### src/design/gda_pkg.sv
// shared types, constants and calendar helpers for the gregorian date unit
package gda_pkg;

    // year-by-100 divider
    localparam int DIV_W     = 15;
    localparam int REM_W     = 7;
    localparam int DIVISOR   = 100;
    localparam int DIV_RECIP = 5243;   // 2^19 / 100 rounded up, exact for any 15-bit dividend
    localparam int DIV_SHIFT = 19;
    localparam int MUL_W     = 28;

    // working widths
    localparam int YEAR_W = 17;   // signed year during the walk, wide enough for a 24-bit offset
    localparam int M400_W = 9;
    localparam int DN_W   = 23;   // biased day number
    localparam int DIFF_W = 22;

    localparam int DAYS_PER_YEAR = 365;
    localparam int DN_BIAS       = 306;
    localparam int YEAR_SHIFT    = 400;
    localparam int M400_LAST     = 399;

    localparam logic signed [YEAR_W-1:0] YEAR_LO = 17'sd1;
    localparam logic signed [YEAR_W-1:0] YEAR_HI = 17'sd9999;

    typedef enum logic [2:0] {
        S_IDLE,
        S_DIV_GO,
        S_DIV,
        S_WALK,
        S_BACK,
        S_DN_MUL,
        S_DN_ADD1,
        S_DN_ADD2
    } t_state;

    typedef struct packed {
        logic             go;
        logic [DIV_W-1:0] dividend;
    } t_div_req;

    typedef struct packed {
        logic             done;
        logic [DIV_W-1:0] quo;
        logic [REM_W-1:0] rem;
    } t_div_rsp;

    function automatic logic [3:0] clamp_month(input logic [3:0] m);
        logic [3:0] v;
        begin
            if (m == 4'd0) begin
                v = 4'd1;
            end else if (m > 4'd12) begin
                v = 4'd12;
            end else begin
                v = m;
            end
            return v;
        end
    endfunction

    // leap from the two low year bits and the year modulo 400
    function automatic logic is_leap(input logic [1:0] y_lo, input logic [M400_W-1:0] m400);
        logic cent;
        begin
            cent = (m400 == 9'd0) || (m400 == 9'd100) || (m400 == 9'd200) || (m400 == 9'd300);
            return ((y_lo == 2'd0) && !cent) || (m400 == 9'd0);
        end
    endfunction

    function automatic logic [4:0] month_len(input logic [3:0] m, input logic leap);
        logic [4:0] len;
        begin
            case (m)
                4'd2:    len = leap ? 5'd29 : 5'd28;
                4'd4:    len = 5'd30;
                4'd6:    len = 5'd30;
                4'd9:    len = 5'd30;
                4'd11:   len = 5'd30;
                default: len = 5'd31;
            endcase
            return len;
        end
    endfunction

    // (153*mm - 457)/5 with january and february as months 13 and 14
    function automatic logic [8:0] dn_month_term(input logic [3:0] m);
        logic [8:0] t;
        begin
            case (m)
                4'd1:    t = 9'd306;
                4'd2:    t = 9'd337;
                4'd3:    t = 9'd0;
                4'd4:    t = 9'd31;
                4'd5:    t = 9'd61;
                4'd6:    t = 9'd92;
                4'd7:    t = 9'd122;
                4'd8:    t = 9'd153;
                4'd9:    t = 9'd184;
                4'd10:   t = 9'd214;
                4'd11:   t = 9'd245;
                4'd12:   t = 9'd275;
                default: t = 9'd0;
            endcase
            return t;
        end
    endfunction

endpackage

### src/design/gregorian_date_arithmetic_top.sv
// gregorian date unit: shift a date by a signed day count, or take the day difference of two dates
// mode 0: load, divide by 100 for year mod 400, then the walk and a final check; each walk step
//   moves a month forward, or a month back then adds its length; 65535 days walk ~2150 months
// mode 1: two passes of divide by 100 then multiply and two adds per date
// one word at a time: busy stays high from start until the o_valid strobe, then a new word may start
// synchronous active-low reset returns the sequencer and divider to idle; o_valid is a one-cycle
//   strobe and the receiver cannot stall it
module gregorian_date_arithmetic_top #(
    parameter int OFFSET_BITS = 17
) (
    input  logic                          i_clk,
    input  logic                          i_rst_n,
    input  logic                          start,
    output logic                          busy,
    input  logic                          i_mode,
    input  logic [4:0]                    i_day_in,
    input  logic [3:0]                    i_month_in,
    input  logic [13:0]                   i_year_in,
    input  logic signed [OFFSET_BITS-1:0] i_day_offset,
    input  logic [4:0]                    i_other_day,
    input  logic [3:0]                    i_other_month,
    input  logic [13:0]                   i_other_year,
    output logic                          o_valid,
    output logic [4:0]                    o_day_out,
    output logic [3:0]                    o_month_out,
    output logic [13:0]                   o_year_out,
    output logic [gda_pkg::DIFF_W-1:0]    o_day_difference,
    output logic                          o_range_error
);
    import gda_pkg::*;

    // signed day accumulator: day of month plus the widest offset
    localparam int DW = ((OFFSET_BITS > 6) ? OFFSET_BITS : 6) + 1;

    t_state r_state, n_state;

    // working word
    logic                     r_mode, n_mode;
    logic signed [DW-1:0]     r_d, n_d;
    logic [3:0]               r_m, n_m;
    logic signed [YEAR_W-1:0] r_y, n_y;
    logic [M400_W-1:0]        r_m400, n_m400;
    logic [4:0]               r_d2, n_d2;
    logic [3:0]               r_m2, n_m2;
    logic [13:0]              r_y2, n_y2;
    logic                     r_second, n_second;
    logic [DN_W-1:0]          r_acc, n_acc;
    logic [DN_W-1:0]          r_dn_a, n_dn_a;

    // result registers
    logic                     r_valid, n_valid;
    logic [4:0]               r_day_out, n_day_out;
    logic [3:0]               r_month_out, n_month_out;
    logic [13:0]              r_year_out, n_year_out;
    logic [DIFF_W-1:0]        r_diff, n_diff;
    logic                     r_err, n_err;

    t_div_req                 div_req;
    t_div_rsp                 div_rsp;

    logic [4:0]               cur_d;
    logic [3:0]               cur_m;
    logic [13:0]              cur_y;
    logic [DIV_W-1:0]         yy;
    logic [23:0]              prod;
    logic [4:0]               ml;
    logic signed [DW-1:0]     ml_ext;
    logic [DN_W-1:0]          dn_b;
    logic [DN_W-1:0]          abs_diff;
    logic                     accept;

    gda_div100 u_div (
        .i_clk   (i_clk),
        .i_rst_n (i_rst_n),
        .i_req   (div_req),
        .o_rsp   (div_rsp)
    );

    assign accept = start && (r_state == S_IDLE);
    assign busy   = (r_state != S_IDLE);

    // date under the day-number formula: first date, then second
    assign cur_d = r_second ? r_d2 : r_d[4:0];
    assign cur_m = r_second ? r_m2 : r_m;
    assign cur_y = r_second ? r_y2 : r_y[13:0];
    // january and february belong to the previous year; bias by 400 years to stay positive
    assign yy    = DIV_W'({1'b0, cur_y}) - DIV_W'(cur_m < 4'd3) + DIV_W'(YEAR_SHIFT);
    assign prod  = 24'(yy) * 24'(DAYS_PER_YEAR);

    // length of the month the walk stands on
    assign ml     = month_len(r_m, is_leap(r_y[1:0], r_m400));
    assign ml_ext = $signed(DW'(ml));

    assign dn_b     = r_acc + DN_W'(dn_month_term(cur_m)) + DN_W'(cur_d) - DN_W'(DN_BIAS);
    assign abs_diff = (r_dn_a >= dn_b) ? (r_dn_a - dn_b) : (dn_b - r_dn_a);

    always_comb begin
        n_state     = r_state;
        n_mode      = r_mode;
        n_d         = r_d;
        n_m         = r_m;
        n_y         = r_y;
        n_m400      = r_m400;
        n_d2        = r_d2;
        n_m2        = r_m2;
        n_y2        = r_y2;
        n_second    = r_second;
        n_acc       = r_acc;
        n_dn_a      = r_dn_a;
        n_valid     = 1'b0;
        n_day_out   = r_day_out;
        n_month_out = r_month_out;
        n_year_out  = r_year_out;
        n_diff      = r_diff;
        n_err       = r_err;
        div_req.go       = 1'b0;
        div_req.dividend = r_mode ? yy : DIV_W'(r_y[13:0]);

        case (r_state)
            S_IDLE: begin
                if (start) begin
                    // capture the whole word; mode 0 folds the offset into the day at once
                    n_mode   = i_mode;
                    n_d      = i_mode ? $signed(DW'(i_day_in))
                                      : $signed(DW'(i_day_in)) + DW'(i_day_offset);
                    n_m      = clamp_month(i_month_in);
                    n_y      = $signed(YEAR_W'(i_year_in));
                    n_d2     = i_other_day;
                    n_m2     = clamp_month(i_other_month);
                    n_y2     = i_other_year;
                    n_second = 1'b0;
                    n_state  = S_DIV_GO;
                end
            end
            S_DIV_GO: begin
                div_req.go = 1'b1;
                n_state    = S_DIV;
            end
            S_DIV: begin
                if (div_rsp.done) begin
                    if (r_mode) begin
                        n_state = S_DN_MUL;
                    end else begin
                        // year mod 400 from quotient and remainder by 100
                        n_m400  = M400_W'(div_rsp.quo[1:0]) * M400_W'(DIVISOR)
                                + M400_W'(div_rsp.rem);
                        n_state = S_WALK;
                    end
                end
            end
            S_WALK: begin
                if (r_d > ml_ext) begin
                    // forward over a whole month
                    n_d = r_d - ml_ext;
                    if (r_m == 4'd12) begin
                        n_m    = 4'd1;
                        n_y    = r_y + 1'b1;
                        n_m400 = (r_m400 == M400_W'(M400_LAST)) ? '0 : r_m400 + 1'b1;
                    end else begin
                        n_m = r_m + 1'b1;
                    end
                end else if (r_d < $signed(DW'(1))) begin
                    // step back a month, its length is added next cycle
                    if (r_m == 4'd1) begin
                        n_m    = 4'd12;
                        n_y    = r_y - 1'b1;
                        n_m400 = (r_m400 == '0) ? M400_W'(M400_LAST) : r_m400 - 1'b1;
                    end else begin
                        n_m = r_m - 1'b1;
                    end
                    n_state = S_BACK;
                end else begin
                    n_valid     = 1'b1;
                    n_day_out   = r_d[4:0];
                    n_month_out = r_m;
                    n_diff      = '0;
                    if (r_y < YEAR_LO) begin
                        n_err      = 1'b1;
                        n_year_out = 14'(YEAR_LO);
                    end else if (r_y > YEAR_HI) begin
                        n_err      = 1'b1;
                        n_year_out = 14'(YEAR_HI);
                    end else begin
                        n_err      = 1'b0;
                        n_year_out = r_y[13:0];
                    end
                    n_state = S_IDLE;
                end
            end
            S_BACK: begin
                n_d     = r_d + ml_ext;
                n_state = S_WALK;
            end
            S_DN_MUL: begin
                n_acc   = prod[DN_W-1:0];
                n_state = S_DN_ADD1;
            end
            S_DN_ADD1: begin
                // + yy/4 - yy/100 + yy/400
                n_acc   = r_acc + DN_W'(yy >> 2) - DN_W'(div_rsp.quo)
                        + DN_W'(div_rsp.quo >> 2);
                n_state = S_DN_ADD2;
            end
            S_DN_ADD2: begin
                if (!r_second) begin
                    n_dn_a   = dn_b;
                    n_second = 1'b1;
                    n_state  = S_DIV_GO;
                end else begin
                    n_valid     = 1'b1;
                    n_day_out   = '0;
                    n_month_out = '0;
                    n_year_out  = '0;
                    n_err       = 1'b0;
                    n_diff      = abs_diff[DN_W-1] ? {DIFF_W{1'b1}} : abs_diff[DIFF_W-1:0];
                    n_state     = S_IDLE;
                end
            end
            default: begin
                n_state = S_IDLE;
            end
        endcase
    end

    always_ff @(posedge i_clk) begin
        if (!i_rst_n) begin
            r_state <= S_IDLE;
            r_valid <= 1'b0;
        end else begin
            r_state <= n_state;
            r_valid <= n_valid;
        end
    end

    always_ff @(posedge i_clk) begin
        r_mode      <= n_mode;
        r_d         <= n_d;
        r_m         <= n_m;
        r_y         <= n_y;
        r_m400      <= n_m400;
        r_d2        <= n_d2;
        r_m2        <= n_m2;
        r_y2        <= n_y2;
        r_second    <= n_second;
        r_acc       <= n_acc;
        r_dn_a      <= n_dn_a;
        r_day_out   <= n_day_out;
        r_month_out <= n_month_out;
        r_year_out  <= n_year_out;
        r_diff      <= n_diff;
        r_err       <= n_err;
    end

    assign o_valid          = r_valid;
    assign o_day_out        = r_day_out;
    assign o_month_out      = r_month_out;
    assign o_year_out       = r_year_out;
    assign o_day_difference = r_diff;
    assign o_range_error    = r_err;

    // an accepted word keeps the unit busy
    a_accept_busy: assert property (@(posedge i_clk) disable iff (!i_rst_n)
        accept |=> busy)
        else $error("accepted word did not raise busy");

    // a result ends the word: unit is idle while its strobe is shown
    a_valid_idle: assert property (@(posedge i_clk) disable iff (!i_rst_n)
        o_valid |-> !busy)
        else $error("result strobe while still busy");

    // the walk always stands on a real month
    a_walk_month: assert property (@(posedge i_clk) disable iff (!i_rst_n)
        (r_state == S_WALK) |-> (r_m >= 4'd1 && r_m <= 4'd12))
        else $error("walk month out of range");

    // a range error comes with a saturated year
    a_range_sat: assert property (@(posedge i_clk) disable iff (!i_rst_n)
        (o_valid && o_range_error) |-> (o_year_out == 14'd1 || o_year_out == 14'd9999))
        else $error("range error without saturated year");

    // the divider is only started from the load state
    a_div_go: assert property (@(posedge i_clk) disable iff (!i_rst_n)
        div_req.go |=> (r_state == S_DIV))
        else $error("divider started outside the load state");

endmodule

### src/design/gda_div100.sv
// divide a year value by 100 with a reciprocal multiply: go loads the dividend, then quotient, then remainder and done
module gda_div100 (
    input  logic              i_clk,
    input  logic              i_rst_n,
    input  gda_pkg::t_div_req i_req,
    output gda_pkg::t_div_rsp o_rsp
);
    import gda_pkg::*;

    logic             r_busy, n_busy;
    logic             r_step, n_step;
    logic             r_done, n_done;
    logic [DIV_W-1:0] r_x, n_x;
    logic [DIV_W-1:0] r_dq, n_dq;
    logic [REM_W-1:0] r_dr, n_dr;

    logic [MUL_W-1:0] q_full;
    logic [DIV_W-1:0] q100;

    always_comb begin
        q_full = MUL_W'(r_x) * MUL_W'(DIV_RECIP);
        q100   = r_dq * DIV_W'(DIVISOR);
        n_busy = r_busy;
        n_step = r_step;
        n_done = 1'b0;
        n_x    = r_x;
        n_dq   = r_dq;
        n_dr   = r_dr;
        if (i_req.go) begin
            n_busy = 1'b1;
            n_step = 1'b0;
            n_x    = i_req.dividend;
        end else if (r_busy) begin
            if (!r_step) begin
                // quotient from the scaled reciprocal
                n_dq   = DIV_W'(q_full[MUL_W-1:DIV_SHIFT]);
                n_step = 1'b1;
            end else begin
                n_dr   = REM_W'(r_x - q100);
                n_busy = 1'b0;
                n_done = 1'b1;
            end
        end
    end

    always_ff @(posedge i_clk) begin
        if (!i_rst_n) begin
            r_busy <= 1'b0;
            r_step <= 1'b0;
            r_done <= 1'b0;
        end else begin
            r_busy <= n_busy;
            r_step <= n_step;
            r_done <= n_done;
        end
        r_x  <= n_x;
        r_dq <= n_dq;
        r_dr <= n_dr;
    end

    assign o_rsp.done = r_done;
    assign o_rsp.quo  = r_dq;
    assign o_rsp.rem  = r_dr;

endmodule

### config.mk
export PLATFORM = sky130hd
export DESIGN_NAME = gregorian_date_arithmetic_top
export DESIGN_NICKNAME = d
export VERILOG_FILES = /design/src/design/gda_pkg.sv /design/src/design/gregorian_date_arithmetic_top.sv /design/src/design/gda_div100.sv
export SDC_FILE = /design/constraint.sdc
export NUM_CORES = 1
export LEC_CHECK = 0
export ABC_AREA = 1
export BUFFER_PORTS_ARGS = -buffer_cell sky130_fd_sc_hd__buf_4
export CORE_ASPECT_RATIO = 1.25
export CORE_MARGIN = 4
export CORE_UTILIZATION = 41
export CTS_CLUSTER_SIZE = 24
export DETAILED_ROUTE_END_ITERATION = 8
export PLACE_DENSITY_LB_ADDON = 0.12
export SLEW_MARGIN = 15
export SYNTH_ARGS = -nofsm -noshare
export SYNTH_HDL_FRONTEND = slang
export SYNTH_SLANG_ARGS = --single-unit
export TNS_END_PERCENT = 100
### constraint.sdc
create_clock -name i_clk -period 14.9 [get_ports i_clk]
set_input_delay 2.98 -clock i_clk [delete_from_list [all_inputs] [get_ports i_clk]]
set_output_delay 2.98 -clock i_clk [all_outputs]
set_load 0.02 [all_outputs]
==> results of run 1 <==
[flip-flops by register name, indices dropped and copies added (netlist names), 3 cells and up]
register / count
o_day_difference: 22
o_day_out: 5
o_month_out: 4
o_year_out: 14
r_acc: 23
r_d: 18
r_d2: 5
r_dn_a: 23
r_m: 4
r_m2: 4
r_m400: 9
r_state: 3
r_y: 17
r_y2: 14
u_div.r_dq: 9
u_div.r_dr: 7
u_div.r_x: 15
[layout make-up]
class,instances,area [sq um]
Timing Repair Buffer,127,953.4
Fill cell,6190,32880
Sequential cell,203,6026
Clock buffer,28,679.4
Clock inverter,22,281.5
Tap cell,824,1031
Multi-Input combinational cell,2398,16300
Inverter,704,2643
[layer usage]
layer | global-route usage (%) | vias to the layer above
met3 | 1.948 | 124
met4 | 7.005 | 0
met5 | 0 | -
met2 | 41.61 | 456
li1 | - | 10980
met1 | 28.53 | 10330
[cells in the final DEF (no fill, tap or decap), types with 127 or more instances in the layout]
master    Yosys  final
a21oi_1     183    182
buf_4         8    127
edfxtp_1    196    196
fa_1        146    146
ha_1        327    327
inv_1       695    695
nand2_1     796    796
nand3_1     177    177
nor2_1      209    206
o21ai_0     166    166
[logic make-up (layout without fill, tap and decap cells)]
logic type	Yosys count	after routing	share of synthesized area (%)
xor gates and xnor gates	100	100	3.477
and+or+nand+nor	1362	1362	23.01
DFF	203	203	23.92
adders and majority gates	473	473	27.84
AOI/OAI and AO/OA	463	463	10.26
buffers and inverters	752	881	11.49
[worst max path at each step]
| stage | startpoint | cells past startpoint | to |
|---|---|---|---|
| CTS | r_second$_DFFE_PP_ | 33 | r_acc[21]$_DFFE_PN_ |
| floorplan | r_second$_DFFE_PP_ | 34 | r_acc[13]$_DFFE_PN_ |
| global route | r_second$_DFFE_PP_ | 33 | r_acc[21]$_DFFE_PN_ |
| detailed placement | r_second$_DFFE_PP_ | 33 | r_acc[21]$_DFFE_PN_ |
| finish | r_second$_DFFE_PP_ | 33 | r_acc[21]$_DFFE_PN_ |
| global placement | r_second$_DFFE_PP_ | 33 | r_acc[21]$_DFFE_PN_ |
[worst max-delay path, delay by kind of cell, from the launching register on]
kind / cells / cell delay (ns)
flip-flops: 1 / 0.85
AND/OR/NAND/NOR: 14 / 1.93
AO/OA/AOI/OAI: 4 / 1.26
adder cells (fa/ha/maj): 9 / 3.36
buffers and inverters: 6 / 0.79
[through the flow]
stage	utilization (%)	instances
6_report	45.92	4306
5_1_grt	45.92	4306
3_3_place_gp	44.33	4256
3_5_place_dp	44.33	4256
2_1_floorplan	-	3353
4_1_cts	45.92	4306
==> impl_table.tex, run 1 <==
\begin{tabular}{lr}
\hline
Metric & Value \\
\hline
\multicolumn{2}{l}{\textbf{GRT}} \\
\quad Global-route usage over all layers & between 20\% and 30\% \\
\quad GR Overflow Total & 0 \\
\quad Maximum number of pins on one net before global-route repair & 39 \\
\quad Via count of the first global-routing pass & around 22000 \\
\quad Antenna violations before repair & 0 \\
\quad First-pass GRT wire length & between 100 and 150 mm \\
\multicolumn{2}{l}{\textbf{Min path}} \\
\quad Path type of the worst min-delay path & reg2reg \\
\quad Hold path start & u\_div.r\_busy\$\_SDFF\_PN0\_ \\
\quad Worst min-delay path endpoint & u\_div.r\_busy\$\_SDFF\_PN0\_ \\
\quad Cell count of the worst hold path & 2 \\
\multicolumn{2}{l}{\textbf{Synthesis}} \\
\quad Ranking of synthesized cells by instance count & nand2\_1, inv\_1, ha\_1 \\
\quad Area fraction of the dominant cell type after synthesis & approximately a quarter \\
\quad Post-Syn Area & about 0.025 sq mm \\
\quad Synthesis Warnings & 0 \\
\quad Synthesized Nets & roughly 4000 \\
\quad Synth area leaders & edfxtp\_1, ha\_1, nand2\_1, fa\_1, inv\_1 \\
\quad Post-synth top flop & edfxtp\_1 \\
\quad Seq/Total Area, Yosys & around a quarter \\
\quad FFs w/ async S/R, synth & 0\% \\
\quad Library cells used by synthesis & 58 \\
\quad Synthesized flop and latch total & 203 \\
\quad Most numerous cell in the Yosys netlist & nand2\_1 \\
\quad Cells after synthesis & around 3400 \\
\quad Cell accounting for the most synthesized area & edfxtp\_1 \\
\quad Mean cell area of the mapped netlist & between 7 and 8 sq um \\
\quad Post-synth EDFFs & between 150 and 200 \\
\multicolumn{2}{l}{\textbf{Floorplanning}} \\
\quad Floorplan die area & about 0.066 sq mm \\
\quad Total core area & between 0.06 and 0.07 sq mm \\
\quad I/O pin count & 115 \\
\quad Initial core utilization & between 40\% and 50\% \\
\quad Chip Height & between 200 and 300 um \\
\quad Die width & about 230 um \\
\quad Std-Cell Rows & 101 \\
\multicolumn{2}{l}{\textbf{Timing}} \\
\quad Share of the cycle needed by the critical path after routing & $\sim$57\% \\
\quad Number of max-slew violations in the final report & 0 \\
\quad Transition time at the pin with the least slew margin & 1.042 ns \\
\quad Clock period minus worst slack & 8.432 ns \\
\quad Max frequency & $\sim$120 MHz \\
\quad Relative slew slack & roughly 30\% \\
\quad Fin. Hold Viols & 0 \\
\quad Worst path setup slack after routing & approximately 6.5 ns \\
\quad Final TNS setup & 0 ns \\
\quad Worst clock skew & $\sim$0.017 ns \\
\quad Worst hold-check slack & roughly 0.5 ns \\
\quad RSZ-0062 raised after global routing & false \\
\quad Setup Viol. Count Final & 0 \\
\multicolumn{2}{l}{\textbf{Place}} \\
\quad Placer's final routability congestion estimate & slightly above 0.9 \\
\quad Port bufs & roughly 110 \\
\quad Worst slack at placement & between 6 and 7 ns \\
\quad Placed cell areas & about 0.027 sq mm \\
\quad Half-perimeter wire length after placement & approximately 63 mm \\
\multicolumn{2}{l}{\textbf{Critical path}} \\
\quad WP data arrival & about 8.8 ns \\
\quad Most used cell, CP & nand2\_1 \\
\quad Flop-to-flop setup slack & between 6 and 7 ns \\
\quad Maximum fanout count along the critical path & 26 \\
\quad Critical path type & reg2reg \\
\quad Max stage delay cell, worst path & edfxtp\_1 \\
\quad Critical path required time & around 15 ns \\
\quad Cell depth of the worst flop-to-flop path & 33 \\
\quad Critical Path Max Stage Delay & 0.85 ns \\
\quad Critical Path End Type & flip-flop \\
\quad Startpoint of the worst-slack reg-to-reg timing path & r\_second\$\_DFFE\_PP\_ \\
\quad RR Endpoint & r\_acc[21]\$\_DFFE\_PN\_ \\
\quad Nature of the critical path startpoint & flip-flop \\
\multicolumn{2}{l}{\textbf{Final layout}} \\
\quad Share of final-layout standard cells stronger than drive strength 1 & 7.553\% \\
\quad Post-Layout Inst Area & 0.02791 sq mm \\
\quad Synthesis-to-finish area growth & 10.78\% \\
\quad Number of nets in the finished design & between 4000 and 5000 \\
\quad Antenna diode count & 0 \\
\multicolumn{2}{l}{\textbf{Drt}} \\
\quad Met1 Wirelength & 32.29 mm \\
\quad Starting DRT DRC Count & $\sim$1200 \\
\quad Routed met3 length & roughly 2.7 mm \\
\quad Number of iterations in the first detailed-routing pass & 5 \\
\quad Per-cell routed wire length & between 15 and 20 um \\
\quad Number of remaining DRC errors & 0 \\
\quad Routed wire length & about 76 mm \\
\quad Total vias in the final route & $\sim$22000 \\
\quad Via density & approximately 5.1 \\
\quad Final antenna-violating net count & 0 \\
\quad Highest signal layer in the routed design & met4 \\
\quad Wire length on met2 & about 38 mm \\
\multicolumn{2}{l}{\textbf{Clock network}} \\
\quad TritonCTS clock tree & built \\
\quad Number of clock sinks & between 200 and 250 \\
\quad Post-CTS Repair Setup Buffers & 0 \\
\quad Post-CTS resize count & 0 \\
\quad Number of hold buffers added after cts & 0 \\
\quad Largest buffer count on any clock path & 3 \\
\quad Clock network latency to the later pin of the worst-skew pair & between 0.5 and 0.6 ns \\
\quad Number of clock buffers inserted by TritonCTS & 27 \\
\quad Maximum level of the CTS H-tree & 1 \\
\quad Cell chosen for the clock root & clkbuf\_16 \\
\quad Clock transition at the registers of the reported paths & about 0.06 ns \\
\multicolumn{2}{l}{\textbf{Job}} \\
\quad Max cap viols & 0 \\
\multicolumn{2}{l}{\textbf{Run status}} \\
\quad Result of the run & finished clean \\
\hline
\end{tabular}
Power of run 1 is left out: the tool's default activity adds up to more than one toggle a clock period on the data nets, which glitch-free logic cannot reach.
==> run 2, diff against run 1 <==
==> constraint.sdc (replaced) <==
create_clock -name i_clk -period 8.5 [get_ports i_clk]
set_input_delay 1.7 -clock i_clk [delete_from_list [all_inputs] [get_ports i_clk]]
set_output_delay 1.7 -clock i_clk [all_outputs]
set_load 0.02 [all_outputs]
==> impl_table.tex, run 2 (synthesis gave the netlist of run 1 again) <==
\begin{tabular}{lr}
\hline
Metric & Value \\
\hline
\multicolumn{2}{l}{\textbf{Floorplanning}} \\
\quad I/O pin count & 115 (unchanged) \\
\quad Initial core utilization & 41.45\% (unchanged) \\
\quad Std-Cell Rows & 101 (unchanged) \\
\quad Chip Height & 285.1 um (unchanged) \\
\quad Total core area & 0.06078 sq mm (unchanged) \\
\quad Die width & 229.7 um (unchanged) \\
\quad Floorplan die area & 0.06550 sq mm (unchanged) \\
\multicolumn{2}{l}{\textbf{Clock network}} \\
\quad TritonCTS clock tree & built (unchanged) \\
\quad Post-CTS resize count & 0 (unchanged) \\
\quad Cell chosen for the clock root & clkbuf\_16 (unchanged) \\
\quad Largest buffer count on any clock path & 3 (unchanged) \\
\quad Post-CTS Repair Setup Buffers & 0 (unchanged) \\
\quad Number of clock sinks & 203 (unchanged) \\
\quad Clock transition at the registers of the reported paths & 0.06 ns (about the same) \\
\quad Maximum level of the CTS H-tree & 1 (unchanged) \\
\quad Clock network latency to the later pin of the worst-skew pair & 0.57 ns (was 0.58 ns) \\
\quad Number of hold buffers added after cts & 0 (unchanged) \\
\quad Number of clock buffers inserted by TritonCTS & 26 (was 27) \\
\multicolumn{2}{l}{\textbf{GRT}} \\
\quad Global-route usage over all layers & 22.22\% (was 22.78\%) \\
\quad Maximum number of pins on one net before global-route repair & 34 (was 39) \\
\quad GR Overflow Total & 0 (unchanged) \\
\quad First-pass GRT wire length & 117.6 mm (was 120.4 mm) \\
\quad Via count of the first global-routing pass & 22150 (was 22350) \\
\quad Antenna violations before repair & 0 (unchanged) \\
\multicolumn{2}{l}{\textbf{Critical path}} \\
\quad Critical Path Max Stage Delay & 0.55 ns (was 0.85 ns) \\
\quad Most used cell, CP & nand2\_1 (unchanged) \\
\quad Startpoint of the worst-slack reg-to-reg timing path & r\_m[1]\$\_DFFE\_PP\_ (was r\_second\$\_DFFE\_PP\_) \\
\quad Cell depth of the worst flop-to-flop path & 32 (was 33) \\
\quad Critical path type & reg2reg (unchanged) \\
\quad Critical path required time & 8.80 ns (was 15.22 ns) \\
\quad RR Endpoint & r\_acc[22]\$\_DFFE\_PN\_ (was r\_acc[21]\$\_DFFE\_PN\_) \\
\quad Flop-to-flop setup slack & 0.83 ns (was 6.47 ns) \\
\quad Nature of the critical path startpoint & flip-flop (unchanged) \\
\quad Max stage delay cell, worst path & fa\_1 (was edfxtp\_1) \\
\quad Critical Path End Type & flip-flop (unchanged) \\
\quad Maximum fanout count along the critical path & 7 (was 26) \\
\quad WP data arrival & 7.97 ns (was 8.75 ns) \\
\multicolumn{2}{l}{\textbf{Timing}} \\
\quad Clock period minus worst slack & 7.674 ns (was 8.432 ns) \\
\quad Final TNS setup & 0 ns (unchanged) \\
\quad Number of max-slew violations in the final report & 0 (unchanged) \\
\quad Fin. Hold Viols & 0 (unchanged) \\
\quad Worst path setup slack after routing & 0.8261 ns (was 6.468 ns) \\
\quad Transition time at the pin with the least slew margin & 0.9628 ns (was 1.042 ns) \\
\quad RSZ-0062 raised after global routing & false (unchanged) \\
\quad Setup Viol. Count Final & 0 (unchanged) \\
\quad Share of the cycle needed by the critical path after routing & 90.28\% (was 56.59\%) \\
\quad Worst clock skew & 0.03306 ns (was 0.01671 ns) \\
\quad Max frequency & 130.3 MHz (was 118.6 MHz) \\
\quad Relative slew slack & 35.22\% (was 29.91\%) \\
\multicolumn{2}{l}{\textbf{Place}} \\
\quad Worst slack at placement & 0.8606 ns (was 6.420 ns) \\
\quad Placed cell areas & 0.02698 sq mm (was 0.02695 sq mm) \\
\quad Half-perimeter wire length after placement & 62.39 mm (was 63.11 mm) \\
\quad Port bufs & 114 (unchanged) \\
\quad Placer's final routability congestion estimate & 0.9119 (was 0.9251) \\
\multicolumn{2}{l}{\textbf{Final layout}} \\
\quad Top library cells by usage in the layout, fill and taps aside & nand2\_1, inv\_1, ha\_1 (unchanged) \\
\quad Post-Layout Inst Area & 0.02781 sq mm (was 0.02791 sq mm) \\
\quad Number of nets in the finished design & 4004 (was 4001) \\
\quad Synthesis-to-finish area growth & 10.38\% (was 10.78\%) \\
\quad Most common library cell in the layout ignoring fill and taps & nand2\_1 (unchanged) \\
\quad Post-route core utilization & 45.75\% (was 45.92\%) \\
\quad Share of final-layout standard cells stronger than drive strength 1 & 7.467\% (was 7.553\%) \\
\quad Antenna diode count & 0 (unchanged) \\
\multicolumn{2}{l}{\textbf{Drt}} \\
\quad Total vias in the final route & 21840 (was 21880) \\
\quad Per-cell routed wire length & 17.21 um (was 17.54 um) \\
\quad Via density & 5.073 (was 5.082) \\
\quad Starting DRT DRC Count & 1164 (was 1230) \\
\quad Final antenna-violating net count & 0 (unchanged) \\
\quad Number of remaining DRC errors & 0 (unchanged) \\
\quad Routed wire length & 74.11 mm (was 75.51 mm) \\
\quad Number of iterations in the first detailed-routing pass & 7 (was 5) \\
\multicolumn{2}{l}{\textbf{Job}} \\
\quad Max cap viols & 0 (unchanged) \\
\multicolumn{2}{l}{\textbf{Run status}} \\
\quad Result of the run & finished clean (unchanged) \\
\multicolumn{2}{l}{\textbf{Min path}} \\
\quad Worst min-delay path endpoint & u\_div.r\_done\$\_SDFF\_PP0\_ (was u\_div.r\_busy\$\_SDFF\_PN0\_) \\
\quad Hold path start & u\_div.r\_busy\$\_SDFF\_PN0\_ (unchanged) \\
\quad Path type of the worst min-delay path & reg2reg (unchanged) \\
\quad Cell count of the worst hold path & 2 (unchanged) \\
\hline
\end{tabular}
-- run 2: critical path: cells and delay by family (launching register included) --
| family | cells | cell delay (ns) |
|---|---|---|
| adder cells (fa/ha/maj) | 9 | 3.50 |
| AO/OA/AOI/OAI | 2 | 0.71 |
| flip-flops | 1 | 0.50 |
| buffers and inverters | 6 | 0.63 |
| AND/OR/NAND/NOR | 15 | 2.05 |
-- run 2: worst max-delay path by stage --
| stage | start | to | slack [ns] |
|---|---|---|---|
| 2_1_floorplan | r_second$_DFFE_PP_ | r_acc[13]$_DFFE_PN_ | 1.68 |
| 3_3_place_gp | r_second$_DFFE_PP_ | r_acc[21]$_DFFE_PN_ | 1.02 |
| 3_5_place_dp | r_second$_DFFE_PP_ | r_acc[21]$_DFFE_PN_ | 0.86 |
| 4_1_cts | r_second$_DFFE_PP_ | r_acc[17]$_DFFE_PN_ | 0.80 |
| 5_1_grt | r_second$_DFFE_PP_ | r_acc[22]$_DFFE_PN_ | 0.28 |
| 6_report | r_m[1]$_DFFE_PP_ | r_acc[22]$_DFFE_PN_ | 0.83 |
-- run 2: final cells by class --
class                           instances  area [sq um]
Clock buffer                           35         704.4
Clock inverter                         11         125.1
Fill cell                            6132         32980
Inverter                              704          2643
Multi-Input combinational cell       2398         16300
Sequential cell                       203          6026
Tap cell                              824          1031
Timing Repair Buffer                  131         983.4
-- run 2: stage by stage --
step | hold slack (ns) | std cells
global placement | 0.4793 | 4260
finish | 0.5081 | 4306
CTS | 0.4997 | 4306
global route | 0.5301 | 4306
floorplan | 0.4646 | 3353
detailed placement | 0.5002 | 4260
-- run 2: per-layer routing --
metal	up-vias	GRT usage (%)	routed length, um
met5	-	0	0
met4	0	5.628	1856
met3	94	1.988	2794
met2	467	41.25	37840
met1	10300	27.73	31630
li1	10980	-	-
Power of run 2 is left out for the same reason.
==> run 3, diff against run 2 <==
--- a/config.mk
+++ b/config.mk
@@ -9,7 +9,7 @@
 export BUFFER_PORTS_ARGS = -buffer_cell sky130_fd_sc_hd__buf_4
 export CORE_ASPECT_RATIO = 1.25
 export CORE_MARGIN = 4
-export CORE_UTILIZATION = 41
+export CORE_UTILIZATION = 35
 export CTS_CLUSTER_SIZE = 24
 export DETAILED_ROUTE_END_ITERATION = 8
 export PLACE_DENSITY_LB_ADDON = 0.12
==> impl_table.tex, run 3 (synthesis gave the netlist of run 1 again) <==
\begin{tabular}{lr}
\hline
Metric & Value \\
\hline
\multicolumn{2}{l}{\textbf{Run status}} \\
\quad Result of the run & finished clean (unchanged) \\
\multicolumn{2}{l}{\textbf{Critical path}} \\
\quad Startpoint of the worst-slack reg-to-reg timing path & r\_m[1]\$\_DFFE\_PP\_ (unchanged) \\
\quad Most used cell, CP & nand2\_1 (unchanged) \\
\quad Critical path type & reg2reg (unchanged) \\
\quad Maximum fanout count along the critical path & 7 (unchanged) \\
\quad Critical Path End Type & flip-flop (unchanged) \\
\quad Cell depth of the worst flop-to-flop path & 31 (was 32) \\
\quad Flop-to-flop setup slack & 0.97 ns (was 0.83 ns) \\
\quad Nature of the critical path startpoint & flip-flop (unchanged) \\
\quad RR Endpoint & r\_acc[21]\$\_DFFE\_PN\_ (was r\_acc[22]\$\_DFFE\_PN\_) \\
\quad WP data arrival & 7.84 ns (was 7.97 ns) \\
\quad Critical Path Max Stage Delay & 0.56 ns (was 0.55 ns) \\
\quad Critical path required time & 8.82 ns (was 8.80 ns) \\
\quad Max stage delay cell, worst path & o21ai\_0 (was fa\_1) \\
\multicolumn{2}{l}{\textbf{Timing}} \\
\quad Worst clock skew & 0.02890 ns (was 0.03306 ns) \\
\quad Fin. Hold Viols & 0 (unchanged) \\
\quad Transition time at the pin with the least slew margin & 1.062 ns (was 0.9628 ns) \\
\quad Setup Viol. Count Final & 0 (unchanged) \\
\quad Worst hold-check slack & 0.4941 ns (was 0.5081 ns) \\
\quad Share of the cycle needed by the critical path after routing & 88.56\% (was 90.28\%) \\
\quad Clock period minus worst slack & 7.528 ns (was 7.674 ns) \\
\quad Final TNS setup & 0 ns (unchanged) \\
\quad RSZ-0062 raised after global routing & false (unchanged) \\
\quad Relative slew slack & 28.57\% (was 35.22\%) \\
\quad Number of max-slew violations in the final report & 0 (unchanged) \\
\quad Max frequency & 132.8 MHz (was 130.3 MHz) \\
\multicolumn{2}{l}{\textbf{Place}} \\
\quad Port bufs & 114 (unchanged) \\
\quad Placer's final routability congestion estimate & 0.8986 (was 0.9119) \\
\quad Half-perimeter wire length after placement & 62.54 mm (was 62.39 mm) \\
\multicolumn{2}{l}{\textbf{Final layout}} \\
\quad Top library cells by usage in the layout, fill and taps aside & nand2\_1, inv\_1, ha\_1 (unchanged) \\
\quad Share of final-layout standard cells stronger than drive strength 1 & 7.769\% (was 7.467\%) \\
\quad Antenna diode count & 0 (unchanged) \\
\quad Synthesis-to-finish area growth & 11.80\% (was 10.38\%) \\
\quad Most common library cell in the layout ignoring fill and taps & nand2\_1 (unchanged) \\
\quad Number of nets in the finished design & 4006 (was 4004) \\
\multicolumn{2}{l}{\textbf{Drt}} \\
\quad Starting DRT DRC Count & 1274 (was 1164) \\
\quad Final antenna-violating net count & 0 (unchanged) \\
\quad Via density & 4.839 (was 5.073) \\
\quad Per-cell routed wire length & 16.69 um (was 17.21 um) \\
\quad Total vias in the final route & 21440 (was 21840) \\
\quad Number of iterations in the first detailed-routing pass & 5 (was 7) \\
\quad Routed wire length & 73.95 mm (was 74.11 mm) \\
\quad Number of remaining DRC errors & 0 (unchanged) \\
\multicolumn{2}{l}{\textbf{Clock network}} \\
\quad Cell chosen for the clock root & clkbuf\_16 (unchanged) \\
\quad Largest buffer count on any clock path & 3 (unchanged) \\
\quad Clock network latency to the later pin of the worst-skew pair & 0.59 ns (was 0.57 ns) \\
\quad Number of hold buffers added after cts & 0 (unchanged) \\
\quad Clock transition at the registers of the reported paths & 0.06 ns (about the same) \\
\quad TritonCTS clock tree & built (unchanged) \\
\quad Maximum level of the CTS H-tree & 1 (unchanged) \\
\quad Number of clock buffers inserted by TritonCTS & 28 (was 26) \\
\quad Post-CTS Repair Setup Buffers & 0 (unchanged) \\
\quad Post-CTS resize count & 0 (unchanged) \\
\quad Number of clock sinks & 203 (unchanged) \\
\multicolumn{2}{l}{\textbf{Floorplanning}} \\
\quad Total core area & 0.07105 sq mm (was 0.06078 sq mm) \\
\quad Chip Height & 308.0 um (was 285.1 um) \\
\quad Initial core utilization & 35.46\% (was 41.45\%) \\
\quad Die width & 248.0 um (was 229.7 um) \\
\quad Floorplan die area & 0.07636 sq mm (was 0.06550 sq mm) \\
\quad Std-Cell Rows & 109 (was 101) \\
\quad I/O pin count & 115 (unchanged) \\
\multicolumn{2}{l}{\textbf{Min path}} \\
\quad Hold path start & u\_div.r\_busy\$\_SDFF\_PN0\_ (unchanged) \\
\quad Cell count of the worst hold path & 2 (unchanged) \\
\quad Worst min-delay path endpoint & u\_div.r\_busy\$\_SDFF\_PN0\_ (was u\_div.r\_done\$\_SDFF\_PP0\_) \\
\quad Path type of the worst min-delay path & reg2reg (unchanged) \\
\multicolumn{2}{l}{\textbf{GRT}} \\
\quad Maximum number of pins on one net before global-route repair & 33 (was 34) \\
\quad First-pass GRT wire length & 117.7 mm (was 117.6 mm) \\
\quad GR Overflow Total & 0 (unchanged) \\
\quad Global-route usage over all layers & 19.39\% (was 22.22\%) \\
\quad Via count of the first global-routing pass & 21680 (was 22150) \\
\quad Antenna violations before repair & 1 (was 0) \\
\multicolumn{2}{l}{\textbf{Job}} \\
\quad Max cap viols & 0 (unchanged) \\
\hline
\end{tabular}
run 3: cell types whose count changed in the layout (fill, tap and decap cells not counted), sizes merged:
cell and delta:
clkbuf -5, clkinv +6, clkinvlp +2, inv -2
bufinv +5
run 3: how the worst max path moves through the flow:
stage                             startpoint                  end  slack (ns)  cells past startpoint
after detailed placement    r_m[1]$_DFFE_PP_  r_acc[21]$_DFFE_PN_        0.96                     31
after floorplan           r_second$_DFFE_PP_  r_acc[13]$_DFFE_PN_        1.68                     34
after CTS                   r_m[1]$_DFFE_PP_  r_acc[21]$_DFFE_PN_        0.90                     31
final                       r_m[1]$_DFFE_PP_  r_acc[21]$_DFFE_PN_        0.97                     31
after global routing        r_m[1]$_DFFE_PP_  r_acc[21]$_DFFE_PN_        0.22                     31
after global placement      r_m[1]$_DFFE_PP_  r_acc[21]$_DFFE_PN_        1.11                     31
run 3: through the flow:
stage               setup slack, ns  util, %  instance area, sq um  std cells
finish                       0.9722    39.64                 28160       4431
global route                 0.2194    39.64                 28160       4431
CTS                          0.9035    39.64                 28160       4431
detailed placement           0.9606    38.18                 27130       4379
global placement              1.107    38.18                 27130       4379
floorplan                     1.678        -                 25190       3353
run 3: cell type report:
cell class              count  area, sq um
repair buffers            131        983.4
fillers                  7537        42890
clock inverters            22        329.1
multi-input cells        2398        16300
clock buffers              30        708.2
flip-flops and latches    203         6026
inverters                 704         2643
well taps                 943         1180
run 3: layer usage:
metal	vias up	global-route usage (%)	part of all wire, %
met5	-	0	0
met4	0	5.551	3.2
met3	106	1.713	3.7
met2	394	33.63	48
met1	9962	25.81	45
li1	10980	-	-
run 3: critical path, delay by kind of cell (launching register included):
family | cells | cell delay, ns
AO/OA/AOI/OAI | 4 | 1.53
AND/OR/NAND/NOR | 13 | 1.49
buffers and inverters | 5 | 0.43
adder cells (fa/ha/maj) | 9 | 3.30
flip-flops | 1 | 0.50
Power of run 3 is left out for the same reason.
